===== src/design/rht_pkg.sv =====
package rht_pkg;

  // Operation codes
  localparam logic [2:0] OP_ALLOC  = 3'd0;
  localparam logic [2:0] OP_LOCK   = 3'd1;
  localparam logic [2:0] OP_UNLOCK = 3'd2;
  localparam logic [2:0] OP_FREE   = 3'd3;
  localparam logic [2:0] OP_QUERY  = 3'd4;

  // Status codes
  localparam logic [2:0] ST_OK         = 3'd0;
  localparam logic [2:0] ST_FULL       = 3'd1;
  localparam logic [2:0] ST_STALE      = 3'd2;
  localparam logic [2:0] ST_NOT_LOCKED = 3'd3;
  localparam logic [2:0] ST_SATURATED  = 3'd4;

  // Fixed field widths and the slots_in_use reset limit
  localparam int OP_W    = 3;
  localparam int SLOT_W  = 4;
  localparam int HID_W   = 32;
  localparam int STAT_W  = 3;
  localparam int CNT_W   = 15;
  localparam int TOP_W   = 5;
  localparam int ADDR_W  = 3;
  localparam int DATA_W  = 32;
  localparam int SIU_RST_MAX = 16;

  // Pool size, tied to the slot and free count field widths
  localparam int POOL_SLOTS = 16;

  // Decisions of one executed transaction
  typedef struct packed {
    logic [STAT_W-1:0] status;
    logic              released;
    logic [CNT_W-1:0]  lock_count;
    logic              slot_we;
    logic              push;
    logic              id_adv;
    logic [TOP_W-1:0]  free_top_nxt;
  } exec_ctl_t;

endpackage


===== src/design/refcounted_handle_table.sv =====
// Channel   Direction  Handshake                  Payload
// input     in         start / busy               in_op, in_slot, in_handle_id
// result    out        out_valid (one cycle)      out_status, out_slot, out_id,
//                                                 out_released, out_lock_count,
//                                                 out_free_slots
// config    in/out     psel, penable, pwrite      paddr, pwdata, prdata, pready
//
// In each transaction the accept cycle reads the slot entry and the
// free stack top, the next cycle modifies them and writes back what changed.
// The result shows in the cycle after that, while the next transaction is accepted.
// After reset and after each write of slots_in_use, a clearing pass walks
// POOL_SLOTS entries, one per cycle, with busy high.
// The receiver cannot stall; every result is shown for exactly one cycle.
module refcounted_handle_table #(
  parameter int ID_BITS    = 32,
  parameter int LOCK_BITS  = 15
) (
  input  logic                         clk,
  input  logic                         rst_n,
  input  logic                         start,
  output logic                         busy,
  input  logic [rht_pkg::OP_W-1:0]     in_op,
  input  logic [rht_pkg::SLOT_W-1:0]   in_slot,
  input  logic [rht_pkg::HID_W-1:0]    in_handle_id,
  output logic                         out_valid,
  output logic [rht_pkg::STAT_W-1:0]   out_status,
  output logic [rht_pkg::SLOT_W-1:0]   out_slot,
  output logic [rht_pkg::HID_W-1:0]    out_id,
  output logic                         out_released,
  output logic [rht_pkg::CNT_W-1:0]    out_lock_count,
  output logic [rht_pkg::TOP_W-1:0]    out_free_slots,
  input  logic                         psel,
  input  logic                         penable,
  input  logic                         pwrite,
  input  logic [rht_pkg::ADDR_W-1:0]   paddr,
  input  logic [rht_pkg::DATA_W-1:0]   pwdata,
  output logic [rht_pkg::DATA_W-1:0]   prdata,
  output logic                         pready
);

  localparam int POOL_SLOTS = rht_pkg::POOL_SLOTS;
  localparam int SW      = (POOL_SLOTS > 1) ? $clog2(POOL_SLOTS) : 1;
  localparam int ENTRY_W = 2 + LOCK_BITS + ID_BITS;
  localparam int SIU_RST = (POOL_SLOTS < rht_pkg::SIU_RST_MAX) ? POOL_SLOTS
                                                                : rht_pkg::SIU_RST_MAX;

  typedef enum logic [1:0] {
    S_CLEAR,
    S_IDLE,
    S_EXEC
  } state_t;

  state_t                        state_r;
  logic [SW-1:0]                 clr_idx_r;
  logic [rht_pkg::TOP_W-1:0]     siu_r;
  logic [rht_pkg::TOP_W-1:0]     free_top_r;
  logic [ID_BITS-1:0]            id_ctr_r;
  logic [rht_pkg::OP_W-1:0]      op_r;
  logic [rht_pkg::SLOT_W-1:0]    slot_r;
  logic [rht_pkg::HID_W-1:0]     hid_r;
  logic                          out_valid_r;
  logic [rht_pkg::STAT_W-1:0]    out_status_r;
  logic [rht_pkg::SLOT_W-1:0]    out_slot_r;
  logic [rht_pkg::HID_W-1:0]     out_id_r;
  logic                          out_released_r;
  logic [rht_pkg::CNT_W-1:0]     out_lock_count_r;
  logic [rht_pkg::TOP_W-1:0]     out_free_slots_r;

  logic                          accept;
  logic                          clearing;
  logic                          executing;
  logic                          cfg_wr;
  logic [rht_pkg::TOP_W-1:0]     cfg_siu;
  logic [SW-1:0]                 clr_val;

  logic [ENTRY_W-1:0]            entry_rd;
  logic [SW-1:0]                 stk_rd;
  rht_pkg::exec_ctl_t            ctl;
  logic [rht_pkg::SLOT_W-1:0]    res_slot;
  logic [rht_pkg::HID_W-1:0]     res_id;
  logic [SW-1:0]                 ex_waddr;
  logic [ENTRY_W-1:0]            ex_wdata;

  logic                          slot_we;
  logic [SW-1:0]                 slot_waddr;
  logic [ENTRY_W-1:0]            slot_wdata;
  logic                          stk_we;
  logic [SW-1:0]                 stk_waddr;
  logic [SW-1:0]                 stk_wdata;

  assign busy      = (state_r != S_IDLE);
  assign accept    = start && !busy;
  assign clearing  = (state_r == S_CLEAR);
  assign executing = (state_r == S_EXEC);

  // Register write decode and clamp of slots_in_use
  assign cfg_wr = psel && penable && pwrite && pready && (paddr[2] == 1'b0);
  assign pready = 1'b1;
  assign prdata = rht_pkg::DATA_W'(siu_r);

  always_comb begin
    if (pwdata[rht_pkg::TOP_W-1:0] == '0) begin
      cfg_siu = rht_pkg::TOP_W'(1);
    end else if (int'(pwdata[rht_pkg::TOP_W-1:0]) > POOL_SLOTS) begin
      cfg_siu = rht_pkg::TOP_W'(POOL_SLOTS);
    end else begin
      cfg_siu = pwdata[rht_pkg::TOP_W-1:0];
    end
  end

  // Free stack fill: slots_in_use-1 down to 0 from the bottom
  assign clr_val = (int'(clr_idx_r) < int'(siu_r))
                 ? SW'(int'(siu_r) - 1 - int'(clr_idx_r)) : '0;

  // Memory write muxing between clearing pass and execution
  assign slot_we    = clearing || (executing && ctl.slot_we);
  assign slot_waddr = clearing ? clr_idx_r : ex_waddr;
  assign slot_wdata = clearing ? '0 : ex_wdata;
  assign stk_we     = clearing || (executing && ctl.push);
  assign stk_waddr  = clearing ? clr_idx_r : SW'(free_top_r);
  assign stk_wdata  = clearing ? clr_val : SW'(slot_r);

  rht_ram #(
    .WIDTH (ENTRY_W),
    .DEPTH (POOL_SLOTS)
  ) u_slot_ram (
    .clk   (clk),
    .we    (slot_we),
    .waddr (slot_waddr),
    .wdata (slot_wdata),
    .re    (accept),
    .raddr (SW'(in_slot)),
    .rdata (entry_rd)
  );

  rht_ram #(
    .WIDTH (SW),
    .DEPTH (POOL_SLOTS)
  ) u_stack_ram (
    .clk   (clk),
    .we    (stk_we),
    .waddr (stk_waddr),
    .wdata (stk_wdata),
    .re    (accept),
    .raddr (SW'(free_top_r - rht_pkg::TOP_W'(1))),
    .rdata (stk_rd)
  );

  rht_exec #(
    .POOL_SLOTS (POOL_SLOTS),
    .ID_BITS    (ID_BITS),
    .LOCK_BITS  (LOCK_BITS)
  ) u_exec (
    .op         (op_r),
    .slot       (slot_r),
    .hid        (hid_r),
    .entry      (entry_rd),
    .stk_top    (stk_rd),
    .free_top   (free_top_r),
    .siu        (siu_r),
    .id_ctr     (id_ctr_r),
    .ctl        (ctl),
    .res_slot   (res_slot),
    .res_id     (res_id),
    .slot_waddr (ex_waddr),
    .slot_wdata (ex_wdata)
  );

  // Sequencer: clear pass, accept, execute and register the result
  always_ff @(posedge clk) begin
    if (!rst_n) begin
      state_r     <= S_CLEAR;
      clr_idx_r   <= '0;
      siu_r       <= rht_pkg::TOP_W'(SIU_RST);
      free_top_r  <= rht_pkg::TOP_W'(SIU_RST);
      id_ctr_r    <= '0;
      out_valid_r <= 1'b0;
    end else begin
      out_valid_r <= 1'b0;
      case (state_r)
        S_CLEAR: begin
          clr_idx_r <= clr_idx_r + SW'(1);
          if (clr_idx_r == SW'(POOL_SLOTS - 1)) begin
            state_r <= S_IDLE;
          end
        end
        S_IDLE: begin
          if (accept) begin
            op_r    <= in_op;
            slot_r  <= in_slot;
            hid_r   <= in_handle_id;
            state_r <= S_EXEC;
          end
        end
        S_EXEC: begin
          free_top_r       <= ctl.free_top_nxt;
          if (ctl.id_adv) begin
            id_ctr_r <= id_ctr_r + ID_BITS'(1);
          end
          out_valid_r      <= 1'b1;
          out_status_r     <= ctl.status;
          out_slot_r       <= res_slot;
          out_id_r         <= res_id;
          out_released_r   <= ctl.released;
          out_lock_count_r <= ctl.lock_count;
          out_free_slots_r <= ctl.free_top_nxt;
          state_r          <= S_IDLE;
        end
        default: begin
          clr_idx_r <= '0;
          state_r   <= S_CLEAR;
        end
      endcase
      // Reinitialize the pool on a register write; the id counter keeps going
      if (cfg_wr) begin
        siu_r      <= cfg_siu;
        free_top_r <= cfg_siu;
        clr_idx_r  <= '0;
        state_r    <= S_CLEAR;
      end
    end
  end

  assign out_valid      = out_valid_r;
  assign out_status     = out_status_r;
  assign out_slot       = out_slot_r;
  assign out_id         = out_id_r;
  assign out_released   = out_released_r;
  assign out_lock_count = out_lock_count_r;
  assign out_free_slots = out_free_slots_r;

endmodule


===== src/design/rht_ram.sv =====
module rht_ram #(
  parameter int WIDTH = 8,
  parameter int DEPTH = 16
) (
  input  logic                             clk,
  input  logic                             we,
  input  logic [(DEPTH>1?$clog2(DEPTH):1)-1:0] waddr,
  input  logic [WIDTH-1:0]                 wdata,
  input  logic                             re,
  input  logic [(DEPTH>1?$clog2(DEPTH):1)-1:0] raddr,
  output logic [WIDTH-1:0]                 rdata
);

  logic [WIDTH-1:0] mem [DEPTH];
  logic [WIDTH-1:0] rdata_r;

  // Write port and registered read port
  always_ff @(posedge clk) begin
    if (we) begin
      mem[waddr] <= wdata;
    end
    if (re) begin
      rdata_r <= mem[raddr];
    end
  end

  assign rdata = rdata_r;

endmodule


===== src/design/rht_exec.sv =====
module rht_exec #(
  parameter int POOL_SLOTS = 16,
  parameter int ID_BITS    = 32,
  parameter int LOCK_BITS  = 15,
  localparam int SW        = (POOL_SLOTS > 1) ? $clog2(POOL_SLOTS) : 1,
  localparam int ENTRY_W   = 2 + LOCK_BITS + ID_BITS
) (
  input  logic [rht_pkg::OP_W-1:0]   op,
  input  logic [rht_pkg::SLOT_W-1:0] slot,
  input  logic [rht_pkg::HID_W-1:0]  hid,
  input  logic [ENTRY_W-1:0]         entry,
  input  logic [SW-1:0]              stk_top,
  input  logic [rht_pkg::TOP_W-1:0]  free_top,
  input  logic [rht_pkg::TOP_W-1:0]  siu,
  input  logic [ID_BITS-1:0]         id_ctr,
  output rht_pkg::exec_ctl_t         ctl,
  output logic [rht_pkg::SLOT_W-1:0] res_slot,
  output logic [rht_pkg::HID_W-1:0]  res_id,
  output logic [SW-1:0]              slot_waddr,
  output logic [ENTRY_W-1:0]         slot_wdata
);

  localparam logic [LOCK_BITS-1:0] LOCK_MAX = {LOCK_BITS{1'b1}};

  logic                 e_live;
  logic                 e_pend;
  logic [LOCK_BITS-1:0] e_lock;
  logic [ID_BITS-1:0]   e_id;
  logic                 in_rng;
  logic                 match;

  assign e_live = entry[ENTRY_W-1];
  assign e_pend = entry[ENTRY_W-2];
  assign e_lock = entry[ID_BITS +: LOCK_BITS];
  assign e_id   = entry[ID_BITS-1:0];

  // Handle check: slot in range, live, same generation
  assign in_rng = ({1'b0, slot} < siu) && (int'(slot) < POOL_SLOTS);
  assign match  = in_rng && e_live && (e_id == ID_BITS'(hid));

  always_comb begin
    logic [LOCK_BITS-1:0] cnt;
    logic                 rel;
    cnt               = '0;
    rel               = 1'b0;
    ctl               = '0;
    ctl.status        = rht_pkg::ST_OK;
    ctl.free_top_nxt  = free_top;
    res_slot          = slot;
    res_id            = hid;
    slot_waddr        = SW'(slot);
    slot_wdata        = entry;
    case (op)
      rht_pkg::OP_ALLOC: begin
        if (free_top == '0) begin
          ctl.status = rht_pkg::ST_FULL;
          res_slot   = '0;
          res_id     = '0;
        end else begin
          // Pop the free stack and stamp the slot with the next id
          ctl.free_top_nxt = free_top - rht_pkg::TOP_W'(1);
          ctl.slot_we      = 1'b1;
          ctl.id_adv       = 1'b1;
          slot_waddr       = stk_top;
          slot_wdata       = {1'b1, 1'b0, {LOCK_BITS{1'b0}}, id_ctr};
          res_slot         = rht_pkg::SLOT_W'(stk_top);
          res_id           = rht_pkg::HID_W'(id_ctr);
        end
      end
      rht_pkg::OP_LOCK: begin
        if (!match || e_pend) begin
          ctl.status = rht_pkg::ST_STALE;
        end else if (e_lock == LOCK_MAX) begin
          ctl.status = rht_pkg::ST_SATURATED;
          cnt        = e_lock;
        end else begin
          cnt         = e_lock + LOCK_BITS'(1);
          ctl.slot_we = 1'b1;
          slot_wdata  = {e_live, e_pend, cnt, e_id};
        end
      end
      rht_pkg::OP_UNLOCK: begin
        if (!match) begin
          ctl.status = rht_pkg::ST_STALE;
        end else if (e_lock == '0) begin
          ctl.status = rht_pkg::ST_NOT_LOCKED;
        end else begin
          cnt = e_lock - LOCK_BITS'(1);
          if (cnt == '0 && e_pend) begin
            rel = 1'b1;
          end else begin
            ctl.slot_we = 1'b1;
            slot_wdata  = {e_live, e_pend, cnt, e_id};
          end
        end
      end
      rht_pkg::OP_FREE: begin
        if (!match) begin
          ctl.status = rht_pkg::ST_STALE;
        end else if (e_lock != '0) begin
          // Defer the release until the last lock drops
          cnt         = e_lock;
          ctl.slot_we = 1'b1;
          slot_wdata  = {e_live, 1'b1, e_lock, e_id};
        end else begin
          rel = 1'b1;
        end
      end
      rht_pkg::OP_QUERY: begin
        if (!match || e_pend) begin
          ctl.status = rht_pkg::ST_STALE;
        end else begin
          cnt = e_lock;
        end
      end
      default: begin
        ctl.status = rht_pkg::ST_STALE;
      end
    endcase
    // Release: clear the entry and push the slot back
    if (rel) begin
      ctl.released = 1'b1;
      ctl.slot_we  = 1'b1;
      slot_wdata   = '0;
      if (int'(free_top) < POOL_SLOTS) begin
        ctl.push         = 1'b1;
        ctl.free_top_nxt = free_top + rht_pkg::TOP_W'(1);
      end
    end
    ctl.lock_count = rht_pkg::CNT_W'(cnt);
  end

endmodule


===== config.mk =====
export PLATFORM = sky130hd
export DESIGN_NAME = refcounted_handle_table
export DESIGN_NICKNAME = d
export VERILOG_FILES = /design/src/design/rht_pkg.sv /design/src/design/refcounted_handle_table.sv /design/src/design/rht_ram.sv /design/src/design/rht_exec.sv
export SDC_FILE = /design/constraint.sdc
export NUM_CORES = 1
export LEC_CHECK = 0
export ABC_AREA = 1
export BUFFER_PORTS_ARGS = -buffer_cell sky130_fd_sc_hd__buf_2
export CORE_AREA = 2 2 311 313
export CTS_CLUSTER_DIAMETER = 200
export DETAILED_ROUTE_END_ITERATION = 7
export DIE_AREA = 0 0 313 315
export GPL_ROUTABILITY_DRIVEN = 0
export PLACE_DENSITY_LB_ADDON = 0.05
export SLEW_MARGIN = 20
export SYNTH_ARGS = -nofsm -noshare
export SYNTH_HDL_FRONTEND = slang
export SYNTH_HIERARCHICAL = 1
export SYNTH_SLANG_ARGS = --single-unit

===== constraint.sdc =====
create_clock -name clk -period 6.8 [get_ports clk]
set_clock_uncertainty 0.1 [all_clocks]
set_input_delay 1.7 -clock clk [delete_from_list [all_inputs] [get_ports clk]]
set_output_delay 1.7 -clock clk [all_outputs]
set_load 0.01 [all_outputs]

==> flow_metrics.tcl, run 1 <==
set metrics [dict create \
    startpoint_type "flop" \
    arrival_ns 5.21 \
    antenna_cells 0 \
    start_util_pct 51.5 \
    ys_types 54 \
    worstHoldPathType "reg2reg" \
    worst_pin_slew_ns 1.18 \
    grt_first_pass_wirelength_um 196000 \
    cp-endpoint "u_slot_ram/mem[6][32]" \
    cts_max_path_buffers 3 \
    drive_gt1_share_pct 8.40 \
    drc 0 \
    wl_per_cell_um 19.9 \
    rr_worst_depth 16 \
    synth_top_area_share_pct 61.0 \
    endpoint_kind "flop" \
    numCtsBuffers 111 \
    dieArea_sq_um 98600 \
    io_buffers 117 \
    ant_nets 0 \
    synth_flop_cell "edfxtp_1" \
    synth_area_sq_um 49300 \
    max_cap_violations 0 \
    final_nets 5332 \
    clock_latency_ns 0.70 \
    synth_area_leaders "edfxtp_1 61%, nand2_1 12%, nand3_1 7.6%" \
    ys_ff_latch 1049 \
    cts_resized 0 \
    overflow 0 \
    syn_avg_cell_area_sq_um 9.52 \
    p_leak_nw 23.4 \
    yosysWarnings 6 \
    grt_setup_unrepaired "false" \
    synth_area_leader_cell "edfxtp_1" \
    synth_cells 5175 \
    finalHoldViolations 0 \
    finalCritPeriodShare_pct 72.5 \
    synth-async-reset-ratio_pct 0 \
    gr-usage-all-layers_pct 26.4 \
    vias 34496 \
    postCtsSetupRepairBufs 0 \
    hold_buffers 0 \
    grt_max_degree 190 \
    finalSetupViolCount 0 \
    outcome "finished clean" \
    rows 114 \
    routed_wl_um 131000 \
    cts-root-buf "clkbuf_16" \
    slew_headroom_pct 21.2 \
    cts-htree-levels 3 \
    antenna_found_initial 1 \
    die_w_um 313 \
    first_iter_violations 3509 \
    dr.pass1.iters 6 \
    n_fill_cell 8283 \
    r2r-end "u_slot_ram/mem[6][32]" \
    setup_tns_ns 0 \
    multi_input_area_sq_um 13500 \
    power_mw 15.0 \
    p_per_area_nw_per_um2 277 \
    ys_seq_area_share_pct 63.0 \
    critPathKind "reg2reg" \
    peakVddDrop_mv 0.193 \
    maxSlewViolCount 0 \
    reg2reg_from "u_slot_ram/rdata[32]" \
    fmax_mhz 203 \
    die-height_um 315 \
    critPathRequiredTime_ns 7.08 \
    place_hpwl_um 77800 \
    core_area_sq_um 95700 \
    cts.sinks 1049 \
    clk_pin_slew_ns 0.07 \
    ios 175 \
    r2r_setup_slack_ns 1.87 \
    synth-edff-count 1000 \
    startpoint "u_slot_ram/rdata[32]" \
    seqCellArea_sq_um 31000 \
    worstPathMaxFanout 23 \
    fin_crit_ns 4.93 \
    via_per_inst 5.24 \
    area_growth_pct 9.93 \
    cts_tree "built" \
    grt_pass1_vias 32023 \
]
## metal layers
metal  wire, um  global-route usage [%]  vias to the layer above
met5          0                       0                        -
met4       4000                    8.41                        0
met3       8710                    3.76                      224
met2      59600                    41.5                     1125
met1      58800                    37.9                    16428
li1           -                       -                    16719
## cell families after synthesis
logic type / after synthesis / synth area share (%)
other: 2 / 0.0152
adder cells (fa/ha/maj): 23 / 0.599
AO/OA/AOI/OAI: 197 / 2.37
flip-flops: 1049 / 63.0
multiplexers: 1 / 0.0203
buffers and inverters: 1155 / 10.1
AND/OR/NAND/NOR: 2726 / 23.5
XOR/XNOR: 22 / 0.406
## where the power goes
part	internal (mW)	switching (mW)
logic	0.378	1.21
registers	7.62	0.105
clock network	3.24	2.47
total	11.2	3.79
## layout make-up
cell class	instances	share of cell area (%)
sequential	1049	57.3
clock buffer	147	5.46
tap	1276	2.95
multi-input combinational	2997	25.0
clock inverter	48	0.806
inverter	900	6.30
timing repair buffer	170	2.23
## layout by cell type (no fill, tap or decap), types with 8 or more instances in the layout
master / count
dfxtp_1: 49
nor2_4: 27
nor2_1: 235
o21ai_0: 76
clkinv_2: 15
nand4_1: 35
inv_2: 16
buf_4: 39
nand3_1: 750
clkbuf_1: 34
nor2_2: 24
conb_1: 28
buf_2: 113
buf_12: 16
inv_1: 874
a21oi_1: 46
clkbuf_16: 113
nand3b_1: 8
xor2_1: 16
o21ai_1: 17
nor3_1: 14
a21oi_2: 32
clkinv_1: 20
nand2_1: 1603
edfxtp_1: 1000
ha_1: 21
## metrics by stage
stage	worst slack, ns	hold slack, ns	area, sq um	utilization (%)	std cells
2_1_floorplan	1.91	0.371	49400	-	5201
3_3_place_gp	1.98	0.396	50700	53.0	6392
3_5_place_dp	1.96	0.403	50700	53.0	6392
4_1_cts	1.94	0.414	54100	56.6	6587
5_1_grt	1.62	0.457	54200	56.6	6587
6_report	1.87	0.420	54200	56.6	6587
## worst min-delay path by stage
stage                       from           end  slack (ns)  cells after the start
floorplan           id_ctr_r[10]  id_ctr_r[10]        0.37                      2
global placement     id_ctr_r[5]   id_ctr_r[5]        0.40                      2
detailed placement  id_ctr_r[12]  id_ctr_r[12]        0.40                      2
CTS                 id_ctr_r[12]  id_ctr_r[12]        0.41                      2
global route        id_ctr_r[10]  id_ctr_r[10]        0.46                      2
finish               id_ctr_r[5]   id_ctr_r[5]        0.42                      2
## cell usage after synthesis (all sizes together), types with 2 or more instances
cell type	instances
edfxtp	1000
clkbuf	45
o31ai	2
o21a	2
buf	210
and2	2
nor3	16
nand3	756
o211ai	7
dfxtp	49
nor4	3
inv	897
nor2	288
clkinv	3
a21oi	78
conb	2
a21boi	2
o2111ai	2
nand2	1612
nand3b	8
nand4	35
or2	5
ha	22
xnor2	5
a22oi	3
o21ai	93
xor2	17
o22ai	5
## critical path, cell delays in order, from the launching register on
cell and delay (ns):
edfxtp_1 0.57, inv_2 0.24, ha_1 0.25, nand2_2 0.13, nor2_4 0.19, xor2_2 0.21, nand3_1 0.15, nor2_2 0.14
nand3_1 0.16, o21ai_1 0.15, nand2_1 0.24, nand4_1 0.18, nand2_1 0.06, nand2_1 0.24, nand3_1 0.36, nor2_4 0.90
buf_4 0.33
## flip-flops by register name, indices dropped and copies added (netlist names)
register,cells
u_slot_ram/mem,784
u_stack_ram/mem,64
u_slot_ram/rdata,49
hid_r,32
id_ctr_r,32
out_id,32
out_lock_count,15
free_top_r,5
out_free_slots,5
siu_r,5
clr_idx_r,4
out_slot,4
slot_r,4
u_stack_ram/rdata,4
op_r,3
out_status,3
state_r,2
out_released,1
out_valid,1
Power figures use the tool's default switching activity.
==> inputs of run 2 (changes only) <==
Clock period 6.8 ns to 4.45 ns, I/O delays scaled along.
==> flow_metrics.tcl, run 2 (synthesis gave the netlist of run 1 again) <==
set metrics [dict create \
    outcome "finished clean" \
    startpoint "u_slot_ram/rdata[16]" \
    rows 114 \
    finalSetupViolCount 0 \
    dp_slack_ns 0.430 \
    fmax_mhz 242 \
    crit_family "simple AND/OR/NAND/NOR gates" \
    final_cell_mix "1603 x nand2_1, 1000 x edfxtp_1, 874 x inv_1" \
    drive_gt1_share_pct 9.71 \
    start_util_pct 51.5 \
    area_growth_pct 12.0 \
    worst_pin_slew_ns 1.11 \
    largest_reg_flops 784 \
    slowest_stage "edfxtp_1" \
    grt_first_pass_wirelength_um 201000 \
    dr.pass1.iters 6 \
    hold_buffers 0 \
    antenna_found_initial 5 \
    grt_pass1_vias 32342 \
    cts-htree-levels 3 \
    ios 175 \
    grt_setup_unrepaired "false" \
    cts_resized 0 \
    die_w_um 313 \
    critPathMaxStageDelay_ns 0.42 \
    cp_common_cell "nand2_1" \
    peakVddDrop_mv 0.341 \
    critPathKind "reg2reg" \
    holdWs_ns 0.417 \
    p_leak_nw 23.9 \
    cts_max_path_buffers 3 \
    antenna_cells 0 \
    critPathRequiredTime_ns 4.68 \
    final_common_cell "nand2_1" \
    endpoint_kind "flop" \
    fin_crit_ns 4.13 \
    dieArea_sq_um 98600 \
    worstHoldPathType "reg2reg" \
    numCtsBuffers 111 \
    gr-usage-all-layers_pct 27.1 \
    die-height_um 315 \
    path_cells "xnor2_1 > nand2_1 > nor2_1 > nand3b_1 > nor3_2 > nand2_1 > nor2_2 > a21oi_1 > nand4_1 > nand2_1 > nand2_1 > nand3_1 > nor2_4 > buf_4" \
    maxSlewViolCount 0 \
    clk_pin_slew_ns 0.06 \
    io_buffers 117 \
    postCtsSetupRepairBufs 0 \
    fin_ws_ns 0.318 \
    drc 0 \
    reg2reg_from "u_slot_ram/rdata[16]" \
    finalCritPeriodShare_pct 92.9 \
    startpoint_type "flop" \
    cts.sinks 1049 \
    hp-start "id_ctr_r[9]" \
    arrival_ns 4.37 \
    cts_tree "built" \
    p_per_area_nw_per_um2 429 \
    slew_headroom_pct 25.9 \
    final_util_pct 57.6 \
    overflow 0 \
    path_buf_inv 1 \
    routed_wl_um 134000 \
    ant_nets 0 \
    cts-root-buf "clkbuf_16" \
    grt_max_degree 151 \
    top_register "u_slot_ram/mem" \
    final_nets 5398 \
    clock_latency_ns 0.71 \
    first_iter_violations 3597 \
    via_per_inst 5.25 \
    place_hpwl_um 81400 \
    wl_per_cell_um 20.1 \
    core_area_sq_um 95700 \
    vias 34971 \
    worstPathMaxFanout 23 \
    finalHoldViolations 0 \
    max_cap_violations 0 \
]
-- run 2: cell types whose count changed in the layout (fill, tap and decap cells not counted), moves of 4 or more --
cell and change:
buf_4 +47, buf_12 +19, clkbuf_1 -17, bufinv_16 +9, clkinv_1 +9, inv_6 -4
nor2_1 +4
-- run 2: path summary, 6_finish.rpt --
path | to | slack, ns | depth (start not counted)
worst max register to register | u_slot_ram/mem[11][12] | 0.32 | 14
worst min-delay path | id_ctr_r[9] | 0.42 | 2
worst max-delay path | u_slot_ram/mem[11][12] | 0.32 | 14
worst min register to register | id_ctr_r[9] | 0.42 | 2
-- run 2: final cells by class --
| cell class | count | area (sq um) |
|---|---|---|
| flip-flops and latches | 1049 | 31000 |
| clock buffers | 133 | 2940 |
| inverters | 900 | 3410 |
| fillers | 8303 | 40500 |
| clock inverters | 69 | 749 |
| well taps | 1276 | 1600 |
| multi-input cells | 2997 | 13500 |
| repair buffers | 236 | 1940 |
-- run 2: layer usage --
metal | wire length (um) | GRT usage (%) | up-vias | share of wire, %
li1 | - | - | 16869 | -
met1 | 59700 | 39.5 | 16598 | 45
met2 | 61100 | 42.4 | 1268 | 46
met3 | 9510 | 4.09 | 236 | 7.1
met4 | 3690 | 7.78 | 0 | 2.8
met5 | 0 | 0 | - | 0
-- run 2: worst register-to-register path, stage by stage (launching register included) --
cell and delay, ns:
edfxtp_1 0.42, xnor2_1 0.39, nand2_1 0.10, nor2_1 0.11
nand3b_1 0.16, nor3_2 0.38, nand2_1 0.20, nor2_2 0.24
a21oi_1 0.10, nand4_1 0.12, nand2_1 0.07, nand2_1 0.28
nand3_1 0.40, nor2_4 0.24, buf_4 0.42
-- run 2: report_power, final --
| part | switching, mW | internal (mW) |
|---|---|---|
| clock | 3.84 | 5.50 |
| sequential | 0.159 | 11.6 |
| combinational | 1.87 | 0.640 |
-- run 2: through the flow --
step	instance area [sq um]	TNS, ns	cells	power (mW)
final	55200	0	6660	23.6
after global routing	55200	0	6660	24.5
after CTS	55200	0	6660	23.8
after detailed placement	51500	0	6458	14.5
after global placement	51500	0	6458	14.5
after floorplan	49400	-257.98	5201	13.5
